File: src/assert_macros.svh
// assertion macros shared by the resize block
`ifndef ASSERT_MACROS_SVH
`define ASSERT_MACROS_SVH

// condition must hold at every clock edge out of reset
`define IPR_ASSERT_ALWAYS(label, cond, msg) \
    label: assert property (@(posedge clk) disable iff (!rst_n) (cond)) else $error(msg);

// consequent must hold in the same cycle as the antecedent
`define IPR_ASSERT_IMPL(label, ante, cons, msg) \
    label: assert property (@(posedge clk) disable iff (!rst_n) (ante) |-> (cons)) \
        else $error(msg);

`endif

File: src/ipr_pkg.sv
// shared types, constants and codes of the image plane resize block
`default_nettype none

package ipr_pkg;

    localparam int IDX_W      = 8;
    localparam int SAMPLE_W   = 16;
    localparam int FRAC_W     = 16;
    localparam int SIZE_W     = 9;
    localparam int SCALE_W    = 25;
    localparam int CFG_IDX_W  = 3;
    localparam int CFG_DATA_W = 25;
    localparam int ADDR_W     = 2 * IDX_W;
    localparam int STORE_DEPTH = 1 << ADDR_W;
    localparam int PROD_W     = SIZE_W + SCALE_W;
    localparam int FIX_W      = PROD_W + 2;
    localparam int QUEUE_DEPTH = 4;
    localparam int QPTR_W     = 2;
    localparam int QCNT_W     = 3;

    localparam logic [SIZE_W-1:0] MAX_HEIGHT = SIZE_W'(256);
    localparam logic [SIZE_W-1:0] MAX_WIDTH  = SIZE_W'(256);
    localparam logic [SCALE_W-1:0] SCALE_ONE = SCALE_W'(1) << FRAC_W;

    localparam logic MODE_LOAD    = 1'b0;
    localparam logic MODE_REQUEST = 1'b1;

    localparam logic INTERP_NEAREST  = 1'b0;
    localparam logic INTERP_BILINEAR = 1'b1;

    localparam logic [1:0] RULE_CENTERED   = 2'd0;
    localparam logic [1:0] RULE_ASYMMETRIC = 2'd1;
    localparam logic [1:0] RULE_PYTORCH    = 2'd2;

    typedef enum logic [CFG_IDX_W-1:0] {
        CFG_IN_HEIGHT   = 3'd0,
        CFG_IN_WIDTH    = 3'd1,
        CFG_OUT_HEIGHT  = 3'd2,
        CFG_OUT_WIDTH   = 3'd3,
        CFG_INTERP_MODE = 3'd4,
        CFG_COORD_RULE  = 3'd5,
        CFG_SCALE_H     = 3'd6,
        CFG_SCALE_W     = 3'd7
    } cfg_index_t;

    typedef struct packed {
        logic [SIZE_W-1:0]  in_height;
        logic [SIZE_W-1:0]  in_width;
        logic [SIZE_W-1:0]  out_height;
        logic [SIZE_W-1:0]  out_width;
        logic               interp_mode;
        logic [1:0]         coord_rule;
        logic [SCALE_W-1:0] scale_h;
        logic [SCALE_W-1:0] scale_w;
    } cfg_t;

    // one command for the store side: a load or a resolved pixel fetch
    typedef struct packed {
        logic                       is_load;
        logic                       bilin;
        logic [IDX_W-1:0]           h0;
        logic [IDX_W-1:0]           h1;
        logic [IDX_W-1:0]           w0;
        logic [IDX_W-1:0]           w1;
        logic [FRAC_W-1:0]          dh;
        logic [FRAC_W-1:0]          dw;
        logic signed [SAMPLE_W-1:0] sample;
    } cmd_t;

    typedef struct packed {
        logic              full;
        logic              empty;
        logic [QCNT_W-1:0] count;
    } fifo_stat_t;

endpackage

`default_nettype wire

File: src/ipr_cmd_fifo.sv
// short command queue between the front end and the store side
`default_nettype none

module ipr_cmd_fifo import ipr_pkg::*; (
    input  wire logic   clk,
    input  wire logic   rst_n,
    input  wire logic   push,
    input  wire cmd_t   push_cmd,
    input  wire logic   pop,
    output cmd_t        head,
    output fifo_stat_t  stat
);

    cmd_t              slot_reg [QUEUE_DEPTH];
    logic [QPTR_W-1:0] wr_ptr_reg;
    logic [QPTR_W-1:0] rd_ptr_reg;
    logic [QCNT_W-1:0] count_reg;

    assign head       = slot_reg[rd_ptr_reg];
    assign stat.full  = (count_reg == QCNT_W'(QUEUE_DEPTH));
    assign stat.empty = (count_reg == '0);
    assign stat.count = count_reg;

    always_ff @(posedge clk)
    begin
        if (push)
            slot_reg[wr_ptr_reg] <= push_cmd;
    end

    always_ff @(posedge clk or negedge rst_n)
    begin
        if (!rst_n)
        begin
            wr_ptr_reg <= '0;
            rd_ptr_reg <= '0;
            count_reg  <= '0;
        end
        else
        begin
            if (push)
                wr_ptr_reg <= wr_ptr_reg + QPTR_W'(1);
            if (pop)
                rd_ptr_reg <= rd_ptr_reg + QPTR_W'(1);
            if (push && !pop)
                count_reg <= count_reg + QCNT_W'(1);
            else if (pop && !push)
                count_reg <= count_reg - QCNT_W'(1);
        end
    end

endmodule

`default_nettype wire

File: config.mk
export PLATFORM = sky130hd
export DESIGN_NAME = ipr_cmd_fifo
export DESIGN_NICKNAME = d
export VERILOG_FILES = /design/src/assert_macros.svh /design/src/ipr_pkg.sv /design/src/ipr_cmd_fifo.sv
export SDC_FILE = /design/constraint.sdc
export NUM_CORES = 1
export LEC_CHECK = 0
export BUFFER_PORTS_ARGS = -buffer_cell sky130_fd_sc_hd__buf_2
export CAP_MARGIN = 10
export CORE_MARGIN = 3
export CORE_UTILIZATION = 51
export CTS_CLUSTER_SIZE = 40
export DETAILED_ROUTE_END_ITERATION = 10
export GPL_TIMING_DRIVEN = 0
export PLACE_DENSITY = 0.75
export REMOVE_ABC_BUFFERS = 1
export SYNTH_ARGS = -nofsm -noshare
export SYNTH_HDL_FRONTEND = slang
export SYNTH_SLANG_ARGS = --single-unit
File: constraint.sdc
create_clock -name clk -period 3.1 [get_ports clk]
set_input_delay 0.465 -clock clk [delete_from_list [all_inputs] [get_ports clk]]
set_output_delay 0.465 -clock clk [all_outputs]
set_load 0.01 [all_outputs]
==> results of run 1 <==
==> kinds of logic after synthesis <==
logic type      after synthesis  synth area share [%]
flops                       335                  82.0
simple gates                  9                 0.399
buf+inv                      22                  1.25
mux                          83                  15.2
xor+xnor                      6                 0.430
fa+ha+maj                     6                 0.676
compound gates                1                0.0409
==> metal layers <==
metal	vias up	GRT usage, %	wire, microns
met1	2834	21.8	8460
li1	2397	-	-
met2	172	28.7	11000
met5	-	0	21
met4	4	4.58	430
met3	41	4.69	1470
==> layout by cell type (no fill, tap or decap), drive strengths merged, types with 2 or more instances in the layout <==
cell type / instances
xnor2: 2
clkinv: 10
ha: 5
and2: 4
bufinv: 3
xor2: 4
nand2: 2
edfxtp: 328
clkbuf: 46
mux4: 82
buf: 182
inv: 4
dfrtp: 7
==> cell usage after synthesis <==
cell	number	share of area [%]
ha_1	5	0.51
mux2_2	1	0.092
clkbuf_1	1	0.031
and2_1	4	0.20
dfrtp_1	7	1.4
buf_2	8	0.33
nand2_1	2	0.061
nor2_1	1	0.031
fa_1	1	0.16
buf_6	7	0.64
xor2_1	4	0.29
buf_4	2	0.12
mux4_2	82	15
xnor2_1	2	0.14
inv_1	4	0.12
edfxtp_1	328	81
o21ai_0	1	0.041
nor3_1	1	0.041
nor3b_1	1	0.061
==> per-stage QoR <==
step                utilization (%)  total power [W]  instance area (sq um)  hold slack [ps]
floorplan                         -          0.00884                  12100              169
global placement               56.7           0.0100                  13300              304
detailed placement             57.6           0.0103                  13500              316
CTS                            62.5           0.0144                  14700              160
global route                   62.6           0.0149                  14700              163
finish                         62.6           0.0142                  14700              187
==> layout make-up <==
type / instances / area, sq um / area share [%]
Multi-Input combinational cell: 105 / 2060 / 14.0
Inverter: 4 / 15.0 / 0.102
Sequential cell: 335 / 10000 / 68.1
Tap cell: 319 / 399 / 2.71
Timing Repair Buffer: 183 / 1100 / 7.46
Clock inverter: 14 / 146 / 0.994
Clock buffer: 46 / 980 / 6.65
==> what timing repair did <==
action                                  CTS  global route
endpoints found under the hold margin     7             0
pin swaps                                 0             0
hold buffers                              1             0
endpoints found under the setup margin   34             6
setup buffers                             1             2
==> critical path, delay by kind of cell, from the launching register on <==
kind / cells / cell delay (ps)
buffers and inverters: 3 / 680
muxes: 1 / 570
DFF: 1 / 430
==> final timing paths <==
path                                             endpoint  slack, ps                       from  cells after the start
worst min-delay path            slot_reg[3][18]$_DFFE_PP_        190               push_cmd[18]                      1
max in group asynchronous       rd_ptr_reg[1]$_DFFE_PN0P_       2560                      rst_n                      2
worst max register to register  slot_reg[2][59]$_DFFE_PP_       1210  wr_ptr_reg[0]$_DFFE_PN0P_                      4
min in group asynchronous        count_reg[0]$_DFFE_PN0P_        350                      rst_n                      2
worst min register to register   count_reg[2]$_DFFE_PN0P_        520   count_reg[2]$_DFFE_PN0P_                      1
worst max-delay path                             head[69]        400  rd_ptr_reg[0]$_DFFE_PN0P_                      4
==> power breakdown <==
group / internal (W) / total, W / switching, W / leakage [nW]
clock network: 0.00247 / 0.00401 / 0.00154 / 0.551
logic: 0.00191 / 0.00396 / 0.00205 / 1.43
registers: 0.00593 / 0.00622 / 0.000290 / 3.09
==> results.ini, run 1 <==
[worst_setup_path]
crit_required_ps=2630
critPathCaptureType=output port
crit_fanout=36
crit_chain=buf_12, buf_16, mux4_2, buf_2
max_stage_delay_ps=570
crit_type=reg2out
worstPathArrival_ps=2240
cpMaxStageDelayCell=mux4_2
cp-start-kind=flop

[placement]
place_congestion=0.724
port_buffers=172
dpl.cell_count=942
place_ws_ps=443
dp_hpwl_mm=12.7

[worst_hold_path]
hold_class=in2reg

[sta]
slew_headroom_pct=61.8
tightest_slew_ps=573
min_period_ps=2700
fmax_mhz=370
finalCritPeriodShare_pct=87.2
rsz0062_at_grt=false
hold_violations=0
setup_viol_count_final=0
setup_ws_ps=398
maxSlewViolCount=0
tns_ps=0
clock_skew_ps=9.61

[floorplan]
die_w_microns=161
initial_core_util_pct=51.9
die-area_sq_mm=0.0259
coreArea_sq_mm=0.0235
die_h_microns=161
pin_count=173
rows=56

[synth]
syn_area_sq_mm=0.0122
ys_warn_count=0
seq_area_frac_synth_pct=82.0
syn_area_per_cell_sq_um=26.5
postSynthCellCount=462
ys_ff_latch=335
synth_cell_types=19

[detailed_routing]
avgRoutedWirePerCell_microns=21.2
wl_mm=21.4
vias=5448
dr.first_iter.drc_count=359
drc=0
postRouteAntennaNets=0
firstDrtPassIters=4
routed_via_density=5.42

[global_route]
antenna_found_initial=2
gr-usage-all-layers_pct=16.9
grt_max_degree=60
grt_pass1_wl_mm=33.5
grt_overflow_total=0
grt_pass1_vias=5990

[layout]
largest_reg_flops=328
layout-drive-gt1-share_pct=46.6
final.fill_count=1611
final_cell_count_no_fill=1006
diodes=0
nNetsFinal=755
syn2layout_area_growth_pct=20.5

[run]
cap_violations=0

[clock_tree]
cts-root-buf=clkbuf_16
clkTransAtPathRegs_ps=60
htreeDepth=2
clock_path_buffers=3
cts-resized-gates=0
cts_tree=done
numCtsBuffers=34
clock_latency_ps=490
clkSinkCount=335

[pwr]
max-vdd-ir-drop_uv=732
power_density_mw_per_mm2=963
power.leakage_nw=5.07

[outcome]
status=finished clean

No activity file was read; power rests on OpenSTA's default activity.
==> run 2: changes to the inputs <==
- CORE_MARGIN: 3 -> 8
- GPL_TIMING_DRIVEN: 0 -> unset
==> run 2 against run 1 <==
Wire length grew 7.1%. Total power shrank 1.5%. Critical path depth shrank 1. Sequential share of layout area grew 0.52 points. Critical endpoint is now head[36]. Clock power shrank 5%. Largest cell class unchanged. Die area grew 13%.
==> results.ini, run 2 (synthesis results as in run 1) <==
[clock_tree]
cts-resized-gates=0  ; unchanged
cts_hold_buf=1  ; unchanged
numCtsBuffers=34  ; unchanged
clkSinkCount=335  ; unchanged
cts-root-buf=clkbuf_16  ; unchanged
clock_path_buffers=3  ; unchanged
htreeDepth=2  ; unchanged
clock_latency_ps=500  ; was 490 ps
clkTransAtPathRegs_ps=60  ; about the same
cts_tree=done  ; unchanged
cts_setup_buffers=0  ; was 1

[pwr]
clkPwrFrac_pct=27.3  ; was 28.2%
seq_power_share_pct=44.4  ; was 43.8%
switching_power_w=0.00395  ; was 0.00388 W
power.leakage_nw=5.03  ; was 5.07 nW
internal-power_w=0.0100  ; was 0.0103 W
power_density_mw_per_mm2=956  ; was 963 mW/mm^2
max-vdd-ir-drop_uv=608  ; was 732 uV
finalPower_w=0.0140  ; was 0.0142 W
swShare_pct=28.3  ; was 27.4%
combinationalPowerShare_pct=28.2  ; was 27.9%

[detailed_routing]
firstDrtPassIters=4  ; unchanged
dr.first_iter.drc_count=442  ; was 359
routed_via_density=5.47  ; was 5.42
wl_mm=22.9  ; was 21.4 mm
avgRoutedWirePerCell_microns=22.7  ; was 21.2 microns
highest_layer=met5  ; unchanged
met1_length_mm=9.15  ; was 8.46 mm
drc=0  ; unchanged
postRouteAntennaNets=0  ; unchanged
wl_met3_mm=1.69  ; was 1.47 mm
wl_met2_mm=11.7  ; was 11.0 mm
vias=5515  ; was 5448

[layout]
largest_reg_flops=328  ; unchanged
layout-drive-gt1-share_pct=46.8  ; was 46.6%
final.fill_count=1594  ; was 1611
syn2layout_area_growth_pct=19.6  ; was 20.5%
nNetsFinal=757  ; was 755
final_common_cell=edfxtp_1  ; unchanged
layout_common_cells=328 x edfxtp_1, 172 x buf_2, 82 x mux4_2  ; unchanged
diodes=0  ; unchanged

[placement]
place_congestion=0.709  ; was 0.724
port_buffers=172  ; unchanged
dp_hpwl_mm=14.7  ; was 12.7 mm

[global_route]
grt_pass1_vias=6079  ; was 5990
antenna_found_initial=2  ; unchanged
grt_pass1_wl_mm=34.8  ; was 33.5 mm
grt_max_degree=48  ; was 60
grt_overflow_total=0  ; unchanged
gr-usage-all-layers_pct=15.9  ; was 16.9%

[worst_setup_path]
worstPathArrival_ps=2070  ; was 2240 ps
critPathCaptureType=output port  ; unchanged
r2r_cells=4  ; unchanged
cp-start-kind=flop  ; unchanged
crit_required_ps=2630  ; about the same
crit_fanout=21  ; was 36
crit_type=reg2out  ; unchanged

[worst_hold_path]
hold_class=in2reg  ; unchanged
whs_path_depth=1  ; unchanged

[sta]
fmax_mhz=395  ; was 370 MHz
rsz0062_at_grt=false  ; unchanged
hold_violations=0  ; unchanged
setup_viol_count_final=0  ; unchanged
tns_ps=0  ; unchanged
slew_headroom_pct=60.3  ; was 61.8%
tightest_slew_ps=596  ; was 573 ps
clock_skew_ps=13.8  ; was 9.61 ps
maxSlewViolCount=0  ; unchanged
finalCritPeriodShare_pct=81.7  ; was 87.2%
min_period_ps=2530  ; was 2700 ps

[floorplan]
die-area_sq_mm=0.0292  ; was 0.0259 sq mm
die_h_microns=171  ; was 161 microns
die_w_microns=171  ; was 161 microns
rows=56  ; unchanged
pin_count=173  ; unchanged
coreArea_sq_mm=0.0235  ; about the same
initial_core_util_pct=52.1  ; was 51.9%

[run]
cap_violations=0  ; unchanged

[outcome]
status=finished clean  ; unchanged

run 2: cell count changes in the layout (fill, tap and decap cells not counted), sizes merged:
cell / before / now
clkinv: 10 / 17
buf: 182 / 184
clkbuf: 46 / 41
inv: 4 / 5
bufinv: 3 / 1
run 2: worst paths after layout:
check                      slack (ps)                 startpoint                   endpoint
max in group asynchronous        2570                      rst_n  rd_ptr_reg[1]$_DFFE_PN0P_
hold reg to reg                   520   count_reg[2]$_DFFE_PN0P_   count_reg[2]$_DFFE_PN0P_
hold / removal                    170                push_cmd[1]   slot_reg[0][1]$_DFFE_PP_
setup reg to reg                 1160  wr_ptr_reg[1]$_DFFE_PN0P_  slot_reg[1][79]$_DFFE_PP_
min in group asynchronous         340                      rst_n   count_reg[2]$_DFFE_PN0P_
setup / recovery                  570  rd_ptr_reg[1]$_DFFE_PN0P_                   head[36]
run 2: final cells by class:
| type | count | area [sq um] | area share (%) |
|---|---|---|---|
| Tap cell | 319 | 399 | 2.73 |
| Timing Repair Buffer | 185 | 1050 | 7.17 |
| Clock buffer | 41 | 941 | 6.44 |
| Inverter | 4 | 15.0 | 0.103 |
| Sequential cell | 335 | 10000 | 68.6 |
| Clock inverter | 20 | 123 | 0.839 |
| Multi-Input combinational cell | 105 | 2060 | 14.1 |
run 2: per-stage QoR:
stage | instance area, sq um | utilization [%] | setup WS [ps] | instances | hold slack (ps)
CTS | 14600 | 62.3 | 504 | 1009 | 154
finish | 14600 | 62.3 | 569 | 1009 | 172
global placement | 13500 | 57.7 | 1090 | 947 | 308
floorplan | 12100 | - | -1320 | 444 | 169
global route | 14600 | 62.3 | 488 | 1009 | 157
detailed placement | 13500 | 57.7 | 1050 | 947 | 313
run 2: layer usage:
layer  global-route usage [%]  up-vias
met2                     27.1      178
li1                         -     2394
met5                        0        -
met4                     4.39        4
met1                     19.7     2905
met3                     4.40       34
run 2: power groups by stage:
stage               Sequential, W  Combinational [W]  Clock (W)
floorplan                 0.00660            0.00224          0
global placement          0.00624            0.00401          0
detailed placement        0.00632            0.00406          0
CTS                       0.00623            0.00408    0.00390
global route              0.00628            0.00426    0.00409
finish                    0.00621            0.00394    0.00382
run 2: critical path: stages (launching register included):
cell	delay [ps]
dfrtp_4	670
buf_4	360
mux4_2	370
buf_2	160
==> run 3: changes to the inputs <==
- clock period: 3.1 -> 2.1 ns (I/O delays scaled with it)
==> run 3 against run 2 <==
Total power up 58%. Largest power group unchanged. First-iteration DRC count down 11%. Clock power increased by 46%. Die area stayed put. Wire length grew 4.2%. Global-route usage is 0.32 points higher. Non-clock buffer count rose by 21. Combinational power increased by 89%. Register-to-register slack worse by 700 ps. Sequential power grew 46%. The flow now finishes with violations (setup timing). Clock skew down 3.8 ps. Sequential share of layout area decreased by 2.9 points.
==> results.ini, run 3 (synthesis results as in run 1) <==
[worst_setup_path]
max_stage_delay_ps=530  ; was 670 ps
crit_type=reg2out  ; unchanged
endpoint=head[73]  ; was head[36]
critPathCaptureType=output port  ; unchanged
worstPathArrival_ps=1960  ; was 2070 ps
crit_start=rd_ptr_reg[0]$_DFFE_PN0P_  ; was rd_ptr_reg[1]$_DFFE_PN0P_
crit_required_ps=1780  ; was 2630 ps
r2r_cells=4  ; unchanged
r2r-end=slot_reg[2][8]$_DFFE_PP_  ; was slot_reg[1][79]$_DFFE_PP_
cpMaxStageDelayCell=mux4_2  ; was dfrtp_4
cp-start-kind=flop  ; unchanged
r2r_start=wr_ptr_reg[0]$_DFFE_PN0P_  ; was wr_ptr_reg[1]$_DFFE_PN0P_
crit_chain=buf_6, buf_16, mux4_2, buf_2  ; was buf_4, mux4_2, buf_2
reg2reg_slack_ps=460  ; was 1160 ps
crit_fanout=7  ; was 21

[placement]
dpl.cell_count=955  ; was 947
port_buffers=172  ; unchanged
dp_hpwl_mm=14.8  ; was 14.7 mm
place_ws_ps=167  ; was 1050 ps
place_congestion=0.722  ; was 0.709

[detailed_routing]
postRouteAntennaNets=0  ; unchanged
routed_via_density=5.39  ; was 5.47
drc=0  ; unchanged
firstDrtPassIters=4  ; unchanged
dr.first_iter.drc_count=395  ; was 442
avgRoutedWirePerCell_microns=23.1  ; was 22.7 microns
vias=5553  ; was 5515
wl_mm=23.8  ; was 22.9 mm

[layout]
nNetsFinal=778  ; was 757
final_util_pct=65.0  ; was 62.3%
final_cell_count_no_fill=1031  ; was 1009
final.fill_count=1542  ; was 1594
layout_common_cells=328 x edfxtp_1, 133 x buf_2, 82 x mux4_2  ; was 328 x edfxtp_1, 172 x buf_2, 82 x mux4_2
layout-drive-gt1-share_pct=48.0  ; was 46.8%
final_common_cell=edfxtp_1  ; unchanged
largest_reg_flops=328  ; unchanged
syn2layout_area_growth_pct=24.9  ; was 19.6%

[sta]
finalCritPeriodShare_pct=108
rsz0062_at_grt=true  ; was false
clock_skew_ps=9.95  ; was 13.8 ps
setup_ws_ps=-174  ; was 569 ps
hold_violations=0  ; unchanged
setup_viol_count_final=82  ; was 0
min_period_ps=2270
fmax_mhz=440
slew_headroom_pct=63.8  ; was 60.3%
maxSlewViolCount=0  ; unchanged
tightest_slew_ps=543  ; was 596 ps

[outcome]
failed_checks=setup timing
status=complete, but fails checks  ; was finished clean

[clock_tree]
cts-root-buf=clkbuf_16  ; unchanged
cts_tree=done  ; unchanged
htreeDepth=2  ; unchanged
clock_path_buffers=3  ; unchanged
numCtsBuffers=34  ; unchanged
clock_latency_ps=500  ; about the same
clkSinkCount=335  ; unchanged
clkTransAtPathRegs_ps=60  ; about the same

[floorplan]
initial_core_util_pct=52.1  ; unchanged
rows=56  ; unchanged
die_h_microns=171  ; unchanged
die-area_sq_mm=0.0292  ; unchanged
die_w_microns=171  ; unchanged
coreArea_sq_mm=0.0235  ; unchanged
pin_count=173  ; unchanged

[global_route]
gr-usage-all-layers_pct=16.2  ; was 15.9%
grt_pass1_wl_mm=35.2  ; was 34.8 mm
grt_max_degree=46  ; was 48
grt_pass1_vias=6157  ; was 6079
antenna_found_initial=2  ; unchanged
grt_overflow_total=0  ; unchanged

[pwr]
power.leakage_nw=5.31  ; was 5.03 nW
finalPower_w=0.0221  ; was 0.0140 W
max-vdd-ir-drop_uv=953  ; was 608 uV
power_density_mw_per_mm2=1450  ; was 956 mW/mm^2

[worst_hold_path]
min_from=push_cmd[68]  ; was push_cmd[1]
hold_class=in2reg  ; unchanged

[run]
cap_violations=0  ; unchanged

[run 3: worst min-delay path by stage]
stage / slack [ps] / cells after the start / endpoint
global placement: 170 / 1 / count_reg[2]$_DFFE_PN0P_
global route: 10 / 1 / slot_reg[1][8]$_DFFE_PP_
detailed placement: 170 / 1 / count_reg[0]$_DFFE_PN0P_
floorplan: 20 / 0 / count_reg[0]$_DFFE_PN0P_
CTS: 6 / 1 / slot_reg[1][68]$_DFFE_PP_
finish: 30 / 1 / slot_reg[3][68]$_DFFE_PP_
[run 3: layout make-up]
class	count	area (sq um)	area share [%]
antenna	1	2.50	0.0164
multi-input combinational	105	2060	13.5
inverter	4	15.0	0.0984
clock inverter	19	113	0.738
tap	319	399	2.61
sequential	335	10000	65.7
timing repair buffer	206	1700	11.1
clock buffer	42	945	6.19
[run 3: metrics by stage]
step	instance area [sq um]	TNS (ps)	hold slack, ps
finish	15300	-10780	28.4
global route	15300	-16120	14.6
CTS	15100	-13780	6.12
detailed placement	13700	0	172
global placement	13700	0	166
floorplan	12100	-459050	19.4
[run 3: power by group]
| group | leakage (nW) | internal [W] | switching [W] |
|---|---|---|---|
| clock network | 0.526 | 0.00331 | 0.00228 |
| registers | 3.09 | 0.00875 | 0.000344 |
| logic | 1.69 | 0.00396 | 0.00350 |
[run 3: metal layers]
metal / GRT usage, % / part of all wire [%] / wire length [microns] / vias up
met1: 19.8 / 40 / 9630 / 2880
met3: 4.31 / 6.7 / 1590 / 37
li1: - / - / - / 2452
met5: 0 / 0.11 / 26 / -
met4: 4.46 / 1.7 / 403 / 4
met2: 28.1 / 51 / 12200 / 180
[run 3: critical path, delay by kind of cell, from the launching register on]
kind / cells / cell delay, ps
flip-flops: 1 / 470
buffers and inverters: 3 / 470
multiplexers: 1 / 530
[run 3: repair_timing]
item,4_1_cts,5_1_grt
hold endpoints to repair,7,0
buffers inserted,6,0
setup endpoints to repair,82,82
hold buffers,1,0
gates cloned,3,4
resized for setup,33,16
pin swaps,0,0
