$ cat config.mk
export PLATFORM = sky130hd
export DESIGN_NAME = ipr_front_flat
export DESIGN_NICKNAME = d
export VERILOG_FILES = /design/src/assert_macros.svh /design/src/ipr_pkg.sv /design/src/ipr_req_if.sv /design/src/ipr_front.sv /design/src/flat_wrapper.sv
export SDC_FILE = /design/constraint.sdc
export NUM_CORES = 1
export LEC_CHECK = 0
export BUFFER_PORTS_ARGS = -buffer_cell sky130_fd_sc_hd__buf_4
export CAP_MARGIN = 20
export CORE_MARGIN = 10
export CORE_UTILIZATION = 45
export DETAILED_ROUTE_END_ITERATION = 12
export PLACE_DENSITY = 0.68
export SLEW_MARGIN = 20
export SYNTH_ARGS = -nofsm -noshare
export SYNTH_HDL_FRONTEND = slang
export SYNTH_SLANG_ARGS = --single-unit
export TNS_END_PERCENT = 30
$ cat constraint.sdc
create_clock -name clk -period 13.7 [get_ports clk]
set_clock_uncertainty 0.05 [all_clocks]
set_input_delay 1.37 -clock clk [delete_from_list [all_inputs] [get_ports clk]]
set_output_delay 1.37 -clock clk [all_outputs]
set_load 0.01 [all_outputs]
$ cat src/assert_macros.svh
// assertion macros shared by the resize block
`ifndef ASSERT_MACROS_SVH
`define ASSERT_MACROS_SVH

// condition must hold at every clock edge out of reset
`define IPR_ASSERT_ALWAYS(label, cond, msg) \
    label: assert property (@(posedge clk) disable iff (!rst_n) (cond)) else $error(msg);

// consequent must hold in the same cycle as the antecedent
`define IPR_ASSERT_IMPL(label, ante, cons, msg) \
    label: assert property (@(posedge clk) disable iff (!rst_n) (ante) |-> (cons)) \
        else $error(msg);

`endif

$ cat src/ipr_pkg.sv
// shared types, constants and codes of the image plane resize block
`default_nettype none

package ipr_pkg;

    localparam int IDX_W      = 8;
    localparam int SAMPLE_W   = 16;
    localparam int FRAC_W     = 16;
    localparam int SIZE_W     = 9;
    localparam int SCALE_W    = 25;
    localparam int CFG_IDX_W  = 3;
    localparam int CFG_DATA_W = 25;
    localparam int ADDR_W     = 2 * IDX_W;
    localparam int STORE_DEPTH = 1 << ADDR_W;
    localparam int PROD_W     = SIZE_W + SCALE_W;
    localparam int FIX_W      = PROD_W + 2;
    localparam int QUEUE_DEPTH = 4;
    localparam int QPTR_W     = 2;
    localparam int QCNT_W     = 3;

    localparam logic [SIZE_W-1:0] MAX_HEIGHT = SIZE_W'(256);
    localparam logic [SIZE_W-1:0] MAX_WIDTH  = SIZE_W'(256);
    localparam logic [SCALE_W-1:0] SCALE_ONE = SCALE_W'(1) << FRAC_W;

    localparam logic MODE_LOAD    = 1'b0;
    localparam logic MODE_REQUEST = 1'b1;

    localparam logic INTERP_NEAREST  = 1'b0;
    localparam logic INTERP_BILINEAR = 1'b1;

    localparam logic [1:0] RULE_CENTERED   = 2'd0;
    localparam logic [1:0] RULE_ASYMMETRIC = 2'd1;
    localparam logic [1:0] RULE_PYTORCH    = 2'd2;

    typedef enum logic [CFG_IDX_W-1:0] {
        CFG_IN_HEIGHT   = 3'd0,
        CFG_IN_WIDTH    = 3'd1,
        CFG_OUT_HEIGHT  = 3'd2,
        CFG_OUT_WIDTH   = 3'd3,
        CFG_INTERP_MODE = 3'd4,
        CFG_COORD_RULE  = 3'd5,
        CFG_SCALE_H     = 3'd6,
        CFG_SCALE_W     = 3'd7
    } cfg_index_t;

    typedef struct packed {
        logic [SIZE_W-1:0]  in_height;
        logic [SIZE_W-1:0]  in_width;
        logic [SIZE_W-1:0]  out_height;
        logic [SIZE_W-1:0]  out_width;
        logic               interp_mode;
        logic [1:0]         coord_rule;
        logic [SCALE_W-1:0] scale_h;
        logic [SCALE_W-1:0] scale_w;
    } cfg_t;

    // one command for the store side: a load or a resolved pixel fetch
    typedef struct packed {
        logic                       is_load;
        logic                       bilin;
        logic [IDX_W-1:0]           h0;
        logic [IDX_W-1:0]           h1;
        logic [IDX_W-1:0]           w0;
        logic [IDX_W-1:0]           w1;
        logic [FRAC_W-1:0]          dh;
        logic [FRAC_W-1:0]          dw;
        logic signed [SAMPLE_W-1:0] sample;
    } cmd_t;

    typedef struct packed {
        logic              full;
        logic              empty;
        logic [QCNT_W-1:0] count;
    } fifo_stat_t;

endpackage

`default_nettype wire

$ cat src/ipr_req_if.sv
// request channel interface: mode, row, column and sample
`default_nettype none

interface ipr_req_if import ipr_pkg::*; ();
    logic                       valid;
    logic                       ready;
    logic                       mode;
    logic [IDX_W-1:0]           row;
    logic [IDX_W-1:0]           col;
    logic signed [SAMPLE_W-1:0] sample;

    modport source (output valid, output mode, output row, output col, output sample,
                    input ready);
    modport sink (input valid, input mode, input row, input col, input sample,
                  output ready);
endinterface

`default_nettype wire

$ cat src/ipr_front.sv
// front end: takes requests, maps output coordinates onto the source plane
`default_nettype none

module ipr_front import ipr_pkg::*; (
    input  wire logic       clk,
    input  wire logic       rst_n,
    ipr_req_if.sink         req,
    input  wire cfg_t       cfg,
    input  wire fifo_stat_t qstat,
    output logic            push,
    output cmd_t            push_cmd
);

    typedef enum logic [1:0] {F_IDLE, F_MUL, F_PUSH} fstate_t;

    typedef struct packed {
        logic [IDX_W-1:0]  i0;
        logic [IDX_W-1:0]  i1;
        logic [FRAC_W-1:0] frac;
    } axis_t;

    localparam logic [FIX_W-1:0] ONE_FIX  = FIX_W'(1) << FRAC_W;
    localparam logic [FIX_W-1:0] HALF_FIX = FIX_W'(1) << (FRAC_W - 1);

    fstate_t                    state_reg;
    logic                       mode_reg;
    logic [IDX_W-1:0]           row_reg;
    logic [IDX_W-1:0]           col_reg;
    logic signed [SAMPLE_W-1:0] sample_reg;
    logic [PROD_W-1:0]          prod_h_reg;
    logic [PROD_W-1:0]          prod_w_reg;
    logic                       hit_reg;
    logic [SIZE_W-1:0]          mult_h;
    logic [SIZE_W-1:0]          mult_w;
    logic                       wanted;
    axis_t                      axis_h;
    axis_t                      axis_w;

    function automatic logic [SIZE_W-1:0] eff_size(input logic [SIZE_W-1:0] size,
                                                   input logic [SIZE_W-1:0] max_size);
        if (size == '0)
            return SIZE_W'(1);
        else if (size > max_size)
            return max_size;
        else
            return size;
    endfunction

    function automatic axis_t resolve_axis(input logic [PROD_W-1:0] prod,
                                           input logic [1:0]        rule,
                                           input logic [SIZE_W-1:0] out_size,
                                           input logic [SIZE_W-1:0] size,
                                           input logic              bilin);
        logic signed [FIX_W-1:0] f;
        logic signed [FIX_W-1:0] t;
        logic signed [FIX_W-1:0] size_s;
        logic signed [FIX_W-1:0] last_s;
        logic [IDX_W-1:0]        last;
        axis_t                   a;
        if (rule == RULE_ASYMMETRIC)
            f = $signed(FIX_W'(prod));
        else if (rule == RULE_PYTORCH && out_size <= SIZE_W'(1))
            f = '0;
        else
            f = ($signed(FIX_W'(prod)) - $signed(ONE_FIX)) >>> 1;
        last   = IDX_W'(size - SIZE_W'(1));
        size_s = $signed(FIX_W'(size));
        last_s = $signed(FIX_W'(last));
        a      = '0;
        if (bilin == INTERP_NEAREST)
        begin
            // round half up, then clamp into the plane
            t = (f + $signed(HALF_FIX)) >>> FRAC_W;
            if (t < 0)
                a.i0 = '0;
            else if (t >= size_s)
                a.i0 = last;
            else
                a.i0 = t[IDX_W-1:0];
            a.i1 = a.i0;
        end
        else
        begin
            t = f >>> FRAC_W;
            if (t < 0)
                a = '0;
            else if (t >= last_s)
            begin
                a.i0 = last;
                a.i1 = last;
            end
            else
            begin
                a.i0   = t[IDX_W-1:0];
                a.i1   = t[IDX_W-1:0] + IDX_W'(1);
                a.frac = f[FRAC_W-1:0];
            end
        end
        return a;
    endfunction

    assign req.ready = (state_reg == F_IDLE);

    // centered rules need (2o+1)*s, asymmetric needs o*s
    assign mult_h = (cfg.coord_rule == RULE_ASYMMETRIC) ? {1'b0, row_reg} : {row_reg, 1'b1};
    assign mult_w = (cfg.coord_rule == RULE_ASYMMETRIC) ? {1'b0, col_reg} : {col_reg, 1'b1};

    assign axis_h = resolve_axis(prod_h_reg, cfg.coord_rule, cfg.out_height,
                                 eff_size(cfg.in_height, MAX_HEIGHT), cfg.interp_mode);
    assign axis_w = resolve_axis(prod_w_reg, cfg.coord_rule, cfg.out_width,
                                 eff_size(cfg.in_width, MAX_WIDTH), cfg.interp_mode);

    assign wanted = (mode_reg == MODE_LOAD) || hit_reg;
    assign push   = (state_reg == F_PUSH) && wanted && !qstat.full;

    always_comb
    begin
        push_cmd        = '0;
        push_cmd.sample = sample_reg;
        if (mode_reg == MODE_LOAD)
        begin
            push_cmd.is_load = 1'b1;
            push_cmd.h0      = row_reg;
            push_cmd.w0      = col_reg;
        end
        else
        begin
            push_cmd.bilin = cfg.interp_mode;
            push_cmd.h0    = axis_h.i0;
            push_cmd.h1    = axis_h.i1;
            push_cmd.dh    = axis_h.frac;
            push_cmd.w0    = axis_w.i0;
            push_cmd.w1    = axis_w.i1;
            push_cmd.dw    = axis_w.frac;
        end
    end

    always_ff @(posedge clk or negedge rst_n)
    begin
        if (!rst_n)
        begin
            state_reg  <= F_IDLE;
            mode_reg   <= MODE_LOAD;
            row_reg    <= '0;
            col_reg    <= '0;
            sample_reg <= '0;
            prod_h_reg <= '0;
            prod_w_reg <= '0;
            hit_reg    <= 1'b0;
        end
        else
        begin
            case (state_reg)
                F_IDLE:
                begin
                    if (req.valid)
                    begin
                        mode_reg   <= req.mode;
                        row_reg    <= req.row;
                        col_reg    <= req.col;
                        sample_reg <= req.sample;
                        state_reg  <= F_MUL;
                    end
                end
                F_MUL:
                begin
                    prod_h_reg <= PROD_W'(mult_h * cfg.scale_h);
                    prod_w_reg <= PROD_W'(mult_w * cfg.scale_w);
                    hit_reg    <= ({1'b0, row_reg} < cfg.out_height) &&
                                  ({1'b0, col_reg} < cfg.out_width);
                    state_reg  <= F_PUSH;
                end
                F_PUSH:
                begin
                    // requests outside the output plane are dropped here
                    if (!wanted || !qstat.full)
                        state_reg <= F_IDLE;
                end
                default:
                begin
                    state_reg <= F_IDLE;
                end
            endcase
        end
    end

endmodule

`default_nettype wire

$ cat src/flat_wrapper.sv
// flat-port wrapper written by rule: the top's interface ports become plain ports
module ipr_front_flat import ipr_pkg::*;
  (clk, rst_n, cfg, qstat, push, push_cmd, req_valid, req_mode, req_row, req_col, req_sample, req_ready);
  ipr_req_if req_i ();
  input  wire logic clk;
  input  wire logic rst_n;
  input  wire cfg_t cfg;
  input  wire fifo_stat_t qstat;
  output logic push;
  output cmd_t push_cmd;
  input wire logic [$bits(req_i.valid)-1:0] req_valid;
  input wire logic [$bits(req_i.mode)-1:0] req_mode;
  input wire logic [$bits(req_i.row)-1:0] req_row;
  input wire logic [$bits(req_i.col)-1:0] req_col;
  input wire logic [$bits(req_i.sample)-1:0] req_sample;
  output wire logic [$bits(req_i.ready)-1:0] req_ready;
  assign req_i.valid = req_valid;
  assign req_i.mode = req_mode;
  assign req_i.row = req_row;
  assign req_i.col = req_col;
  assign req_i.sample = req_sample;
  assign req_ready = req_i.ready;
  ipr_front u_core (.clk(clk), .rst_n(rst_n), .req(req_i), .cfg(cfg), .qstat(qstat), .push(push), .push_cmd(push_cmd));
endmodule
==> insert_results.sql, run 1 <==
INSERT INTO impl_metrics (metric_group, metric, value, unit) VALUES
('setup_path', 'critical_path_required', '12280', 'ps'),
('timing', 'timing.final.hold_violations', '0', ''),
('route', 'route.vias.total', '19300', ''),
('global_routing', 'grt_start_max_net_pins', '122', ''),
('setup_path', 'worst_setup_path_end_kind', 'output port', ''),
('placement', 'place.gp.congestion', '0.914', ''),
('logic_synthesis', 'synth.avg_cell_area', '8.20', 'µm²'),
('logic_synthesis', 'share_of_synthesized_flip_flops_with_an_asynchronous_set_or_reset', '1.00', ''),
('final_layout', 'nets', '3434', ''),
('route', 'drc', '0', ''),
('setup_path', 'cp_max_fo', '68', ''),
('logic_synthesis', 'synth-main-ff-cell', 'dfrtp_1', ''),
('final_layout', 'top_library_cells_by_usage_in_the_layout_fill_and_taps_aside', 'nand2_1 (488), inv_1 (342), fa_1 (324), buf_4 (230), ha_1 (164)', ''),
('route', 'wl_met1', '30.6', 'mm'),
('global_routing', 'antenna_found_initial', '1', ''),
('final_layout', 'total_inserted_antenna_cells', '0', ''),
('logic_synthesis', 'syn-cell-area', '0.0224', 'mm²'),
('setup_path', 'cpLargestDelayFamily', 'compound AO/OA/AOI/OAI gates', ''),
('setup_path', 'crit_path_cell_trace', 'buf_4, nor2b_4, buf_4, a31o_2, o21ai_0, ha_1, and3_1, a32oi_1, xnor2_1, ha_1, a211oi_1, o21ai_0, a21o_1, a221oi_1, nand4_1, a2111oi_4, mux2_4, a21oi_1, nor2_1, buf_4', ''),
('timing', 'max_slew_margin', '0.250', ''),
('timing', 'setup-tns-final', '0', 'ps'),
('clocking', 'clk-insertion-delay-late', '400', 'ps'),
('timing', 'post-route-period-util', '0.665', ''),
('timing', 'max_freq', '110', 'MHz'),
('floorplanning', 'die_w', '243', 'µm'),
('floorplanning', 'pin_count', '214', ''),
('clocking', 'tritoncts', 'done', ''),
('setup_path', 'worstPathBufferInverterCount', '3', ''),
('global_routing', 'overflow', '0', ''),
('clocking', 'htree_levels', '3', ''),
('floorplanning', 'initial_core_util', '0.456', ''),
('timing', 'fin_crit', '9110', 'ps'),
('placement', 'io_buffers', '209', ''),
('logic_synthesis', 'number_of_distinct_library_cells_after_synthesis', '84', ''),
('setup_path', 'regToRegSetupSlack', '6960', 'ps'),
('timing', 'fin_max_slew_vios', '0', ''),
('logic_synthesis', 'synth-edff-count', '0', ''),
('run', 'cap_violations', '0', ''),
('clocking', 'postCtsResizedCells', '0', ''),
('route', 'detailed_route_vias_per_instance', '5.55', ''),
('clocking', 'cts_num_sinks', '104', ''),
('logic_synthesis', 'yosys_register_bits', '104', ''),
('final_layout', 'n_fill_cell', '4703', ''),
('route', 'wl_per_cell', '18.3', 'µm'),
('route', 'route.top_layer_used', 'met5', ''),
('clocking', 'clk_root_buffer_cell', 'clkbuf_16', ''),
('min_path', 'worstHoldPathType', 'reg2reg', ''),
('clocking', 'cts_hold_buf', '0', ''),
('clocking', 'cts_inserted_buffers', '9', ''),
('setup_path', 'timing.critical_path.arrival', '7690', 'ps'),
('route', 'met2_length', '28.1', 'mm'),
('setup_path', 'worst_path_most_repeated_cell', 'buf_4', ''),
('global_routing', 'grt.total_usage', '0.216', ''),
('global_routing', 'grt_first_pass_wirelength', '106', 'mm'),
('final_layout', 'layout-area-overhead-vs-synth', '10.5', '%'),
('route', 'detailedRoute.firstIterationViolations', '1485', ''),
('floorplanning', 'std_cell_rows', '81', ''),
('placement', 'dp_hpwl', '51.2', 'mm'),
('logic_synthesis', 'netlist_instances', '2730', ''),
('clocking', 'number_of_setup_buffers_added_after_cts', '0', ''),
('global_routing', 'first_global_vias', '19700', ''),
('floorplanning', 'die_y', '243', 'µm'),
('timing', 'worst_slew_pin_slew', '1130', 'ps'),
('setup_path', 'critPathSlowestCell', 'a2111oi_4', ''),
('run_status', 'status', 'finished clean', ''),
('logic_synthesis', 'number_of_nets_produced_by_synthesis', '3348', ''),
('floorplanning', 'floorplan_core_area', '0.0491', 'mm²'),
('setup_path', 'startpoint_type', 'input pin', ''),
('final_layout', 'mostFrequentLayoutCell', 'nand2_1', ''),
('setup_path', 'max_stage_delay', '900', 'ps'),
('route', 'dr_wl_met3', '4.09', 'mm'),
('route', 'finalWirelength', '63.9', 'mm'),
('clocking', 'worst_setup_hold_path_clk_slew', '80', 'ps'),
('clocking', 'cts_buffer_depth', '2', ''),
('route', 'dr.pass1.iters', '5', ''),
('route', 'drtAntennaViolNets', '0', ''),
('timing', 'setup_violations', '0', ''),
('setup_path', 'path_class', 'in2out', ''),
('timing', 'unrepaired_setup_endpoints_after_global_routing', 'no', ''),
('floorplanning', 'fp.dieArea', '0.0590', 'mm²'),
('logic_synthesis', 'seq_total_area_yosys', '0.116', ''),
('final_layout', 'layout-drive-gt1-share', '0.116', ''),
('logic_synthesis', 'ys_warn_count', '0', '');
==> cells in the mapped netlist (all sizes together), types with 20 or more instances <==
library cell  number  area, µm²
xor2              38        333
nand2b            46        288
nor2b            155        970
dfrtp            104       2600
buf               54        230
nand2            488       1830
a21oi             97        500
a21o              44        330
nand3             41        205
and2              36        225
ha               164       2050
mux2              27        308
a22oi             32        240
fa               324       6490
clkbuf           103        387
nor2             130        488
nor3              26        130
xnor2             55        482
nor4              24        184
and3              20        125
inv              343       1290
o21ai            127        639
==> path summary, 6_finish.rpt <==
check | start | endpoint | cells past startpoint
min in group asynchronous | rst_n | u_core.row_reg[6] | 1
min | u_core.prod_h_reg[0] | u_core.prod_h_reg[0] | 2
min reg2reg | u_core.prod_h_reg[0] | u_core.prod_h_reg[0] | 2
max reg2reg | u_core.col_reg[0] | u_core.prod_w_reg[25] | 21
max in group asynchronous | rst_n | u_core.prod_w_reg[19] | 2
max | cfg[51] | push_cmd[65] | 20
==> layout make-up <==
cell class              count  area, µm²  share of cell area
inverters                 345       1290              0.0524
clock inverters             7       86.3             0.00349
well taps                 664        831              0.0336
multi-input cells        2124      17900               0.725
repair buffers            232       1750              0.0708
clock buffers               9        225             0.00911
flip-flops and latches    104       2600               0.105
==> worst reg2reg max path: cells and delay by family, from the launching register on <==
family | cells | cell delay, ps
AO/OA/AOI/OAI | 7 | 1420
XOR/XNOR | 1 | 180
adder cells (fa/ha/maj) | 5 | 2390
buffers and inverters | 3 | 150
flip-flops | 1 | 490
AND/OR/NAND/NOR | 5 | 1950
==> metrics by stage <==
step           hold WS, ps  utilization  area [µm²]  setup WS (ps)  cells
2_1_floorplan          389            -       22400           4850   2730
3_3_place_gp           405        0.497       24400           4720   3467
3_5_place_dp           415        0.497       24400           4610   3467
4_1_cts                435        0.504       24700           4650   3483
5_1_grt                459        0.504       24700           4160   3485
6_report               428        0.504       24700           4590   3485
==> cells by family after synthesis <==
| family | Yosys count | synth area share |
|---|---|---|
| AO/OA/AOI/OAI | 453 | 0.134 |
| XOR/XNOR | 93 | 0.0364 |
| adder cells (fa/ha/maj) | 488 | 0.382 |
| buffers and inverters | 502 | 0.0854 |
| flip-flops | 104 | 0.116 |
| multiplexers | 44 | 0.0214 |
| AND/OR/NAND/NOR | 1046 | 0.225 |
==> per-layer routing <==
layer | up-vias | global-route usage
li1 | 9049 | -
met1 | 9616 | 0.309
met2 | 605 | 0.336
met3 | 62 | 0.0351
met4 | 2 | 0.0502
met5 | - | 0
Power of run 1 is left out: the tool's default activity adds up to more than one toggle a clock period on the data nets, which glitch-free logic cannot reach.
==> inputs of run 2 (changes only) <==
--- a/config.mk
+++ b/config.mk
@@ -10,7 +10,7 @@
 export CORE_MARGIN = 10
 export CORE_UTILIZATION = 45
 export DETAILED_ROUTE_END_ITERATION = 12
-export PLACE_DENSITY = 0.68
+export PLACE_DENSITY = 0.71
 export SLEW_MARGIN = 20
 export SYNTH_ARGS = -nofsm -noshare
 export SYNTH_HDL_FRONTEND = slang
==> constraint.sdc (replaced) <==
create_clock -name clk -period 7.8 [get_ports clk]
set_clock_uncertainty 0.05 [all_clocks]
set_input_delay 0.78 -clock clk [delete_from_list [all_inputs] [get_ports clk]]
set_output_delay 0.78 -clock clk [all_outputs]
set_load 0.01 [all_outputs]
==> run 2 against run 1 <==
Design area increased by 0.59%; setup slack got worse by 4000 ps; utilization increased by 0.30 points; cell count increased by 0.60%; flip-flop and latch count unchanged; via count increased by 0.64%; register-to-register slack got worse by 5600 ps; count of clock-buffer cells in the layout unchanged; critical path depth increased by 2; die area unchanged.
==> insert_results.sql, run 2 (same netlist as run 1, synthesis figures left out) <==
INSERT INTO impl_metrics (metric_group, metric, value, unit) VALUES
('route', 'wl_per_cell', '18.5', 'µm'),
('floorplanning', 'floorplan_core_area', '0.0491', 'mm²'),
('global_routing', 'antenna_found_initial', '0', ''),
('setup_path', 'timing.rr.end', 'u_core.prod_w_reg[25]', ''),
('timing', 'max_slew_margin', '0.369', ''),
('floorplanning', 'fp.dieArea', '0.0590', 'mm²'),
('floorplanning', 'pin_count', '214', ''),
('final_layout', 'layout-area-overhead-vs-synth', '11.2', '%'),
('setup_path', 'worst_setup_path_end_kind', 'output port', ''),
('clocking', 'clk-insertion-delay-late', '400', 'ps'),
('floorplanning', 'die_y', '243', 'µm'),
('clocking', 'cts_num_sinks', '104', ''),
('placement', 'place.gp.congestion', '0.955', ''),
('timing', 'fin_max_slew_vios', '0', ''),
('route', 'dr.pass1.iters', '6', ''),
('final_layout', 'layout-drive-gt1-share', '0.123', ''),
('run_status', 'status', 'finished clean', ''),
('timing', 'max_freq', '140', 'MHz'),
('global_routing', 'grt.total_usage', '0.219', ''),
('route', 'drtAntennaViolNets', '0', ''),
('setup_path', 'crit-reg2reg-launch', 'u_core.col_reg[0]', ''),
('setup_path', 'reg2reg_depth', '22', ''),
('final_layout', 'mostFrequentLayoutCell', 'nand2_1', ''),
('clocking', 'cts_buffer_depth', '2', ''),
('final_layout', 'n_fill_cell', '4657', ''),
('timing', 'post-route-period-util', '0.919', ''),
('clocking', 'cts_hold_buf', '0', ''),
('timing', 'timing.final.hold_violations', '0', ''),
('clocking', 'number_of_setup_buffers_added_after_cts', '0', ''),
('global_routing', 'overflow', '0', ''),
('global_routing', 'first_global_vias', '19800', ''),
('route', 'route.vias.total', '19500', ''),
('clocking', 'worst_setup_hold_path_clk_slew', '90', 'ps'),
('global_routing', 'grt_first_pass_wirelength', '106', 'mm'),
('timing', 'setup_violations', '0', ''),
('placement', 'dp_hpwl', '52.1', 'mm'),
('final_layout', 'seqCellArea', '0.00260', 'mm²'),
('setup_path', 'cp_max_fo', '18', ''),
('clocking', 'htree_levels', '3', ''),
('clocking', 'postCtsResizedCells', '0', ''),
('clocking', 'clk_root_buffer_cell', 'clkbuf_16', ''),
('setup_path', 'path_class', 'in2out', ''),
('placement', 'io_buffers', '209', ''),
('clocking', 'tritoncts', 'done', ''),
('floorplanning', 'std_cell_rows', '81', ''),
('run', 'cap_violations', '0', ''),
('timing', 'setup-tns-final', '0', 'ps'),
('final_layout', 'multi_input_area', '0.0179', 'mm²'),
('setup_path', 'critical_path_required', '6970', 'ps'),
('clocking', 'cts_inserted_buffers', '9', ''),
('setup_path', 'timing.critical_path.arrival', '6340', 'ps'),
('final_layout', 'top_library_cells_by_usage_in_the_layout_fill_and_taps_aside', 'nand2_1 (488), inv_1 (342), fa_1 (324), buf_4 (249), ha_1 (164)', ''),
('timing', 'worst_slew_pin_slew', '946', 'ps'),
('route', 'drc', '0', ''),
('floorplanning', 'initial_core_util', '0.456', ''),
('route', 'detailedRoute.firstIterationViolations', '1455', ''),
('route', 'detailed_route_vias_per_instance', '5.55', ''),
('setup_path', 'regToRegSetupSlack', '1370', 'ps'),
('timing', 'unrepaired_setup_endpoints_after_global_routing', 'no', ''),
('global_routing', 'grt_start_max_net_pins', '125', ''),
('setup_path', 'startpoint_type', 'input pin', ''),
('timing', 'fin_crit', '7170', 'ps'),
('route', 'finalWirelength', '64.8', 'mm'),
('min_path', 'worstHoldPathType', 'in2async', ''),
('floorplanning', 'die_w', '243', 'µm'),
('final_layout', 'nets', '3453', '');
## run 2: changes by cell type in the layout (fill, tap and decap cells not counted), sizes merged
| cell | delta |
|---|---|
| diode | +2 |
| buf | +19 |
## run 2: worst max-delay path by stage
stage	cells after the start	startpoint	slack, ps	to
finish	22	cfg[50]	630	push_cmd[73]
global route	22	cfg[50]	400	push_cmd[74]
CTS	22	cfg[50]	700	push_cmd[73]
detailed placement	26	cfg[50]	570	u_core.prod_w_reg[30]
global placement	23	cfg[50]	630	u_core.prod_h_reg[32]
floorplan	31	cfg[50]	10	u_core.prod_w_reg[25]
## run 2: final cells by class
| type | instances | share of cell area |
|---|---|---|
| multi-input cells | 2124 | 0.721 |
| flip-flops and latches | 104 | 0.105 |
| repair buffers | 251 | 0.0768 |
| inverters | 345 | 0.0521 |
| well taps | 664 | 0.0334 |
| clock buffers | 9 | 0.00905 |
| clock inverters | 7 | 0.00317 |
| diodes | 2 | 0.000201 |
## run 2: worst max-delay path: stages
cell and delay, ps:
buf_4 130, nor2b_4 180, buf_4 230, a31o_2 330, o21ai_0 570, ha_1 340
nor4b_1 400, nand4_2 290, xnor2_1 360, ha_1 300, a21o_1 160, a21oi_1 130
o21ai_0 100, a21o_1 210, a221oi_1 250, nand4_1 200, a2111oi_4 340, buf_4 280
mux2_4 330, a21oi_2 150, a21oi_2 80, buf_4 170
## run 2: per-stage QoR
| stage | hold slack [ps] | instances | worst slack (ps) | cell area (µm²) | utilization |
|---|---|---|---|---|---|
| global placement | 408 | 3486 | 625 | 24500 | 0.500 |
| floorplan | 389 | 2730 | 9.57 | 22400 | - |
| finish | 309 | 3506 | 632 | 24900 | 0.507 |
| global route | 339 | 3504 | 401 | 24900 | 0.507 |
| detailed placement | 412 | 3487 | 567 | 24500 | 0.500 |
| CTS | 312 | 3503 | 704 | 24800 | 0.506 |
## run 2: layer usage
metal	global-route usage	part of all wire	vias to the layer above
li1	-	-	9098
met5	0	0	-
met3	0.0500	0.077	78
met1	0.307	0.46	9592
met4	0.0568	0.020	0
met2	0.336	0.44	689
Power of run 2 is left out for the same reason.
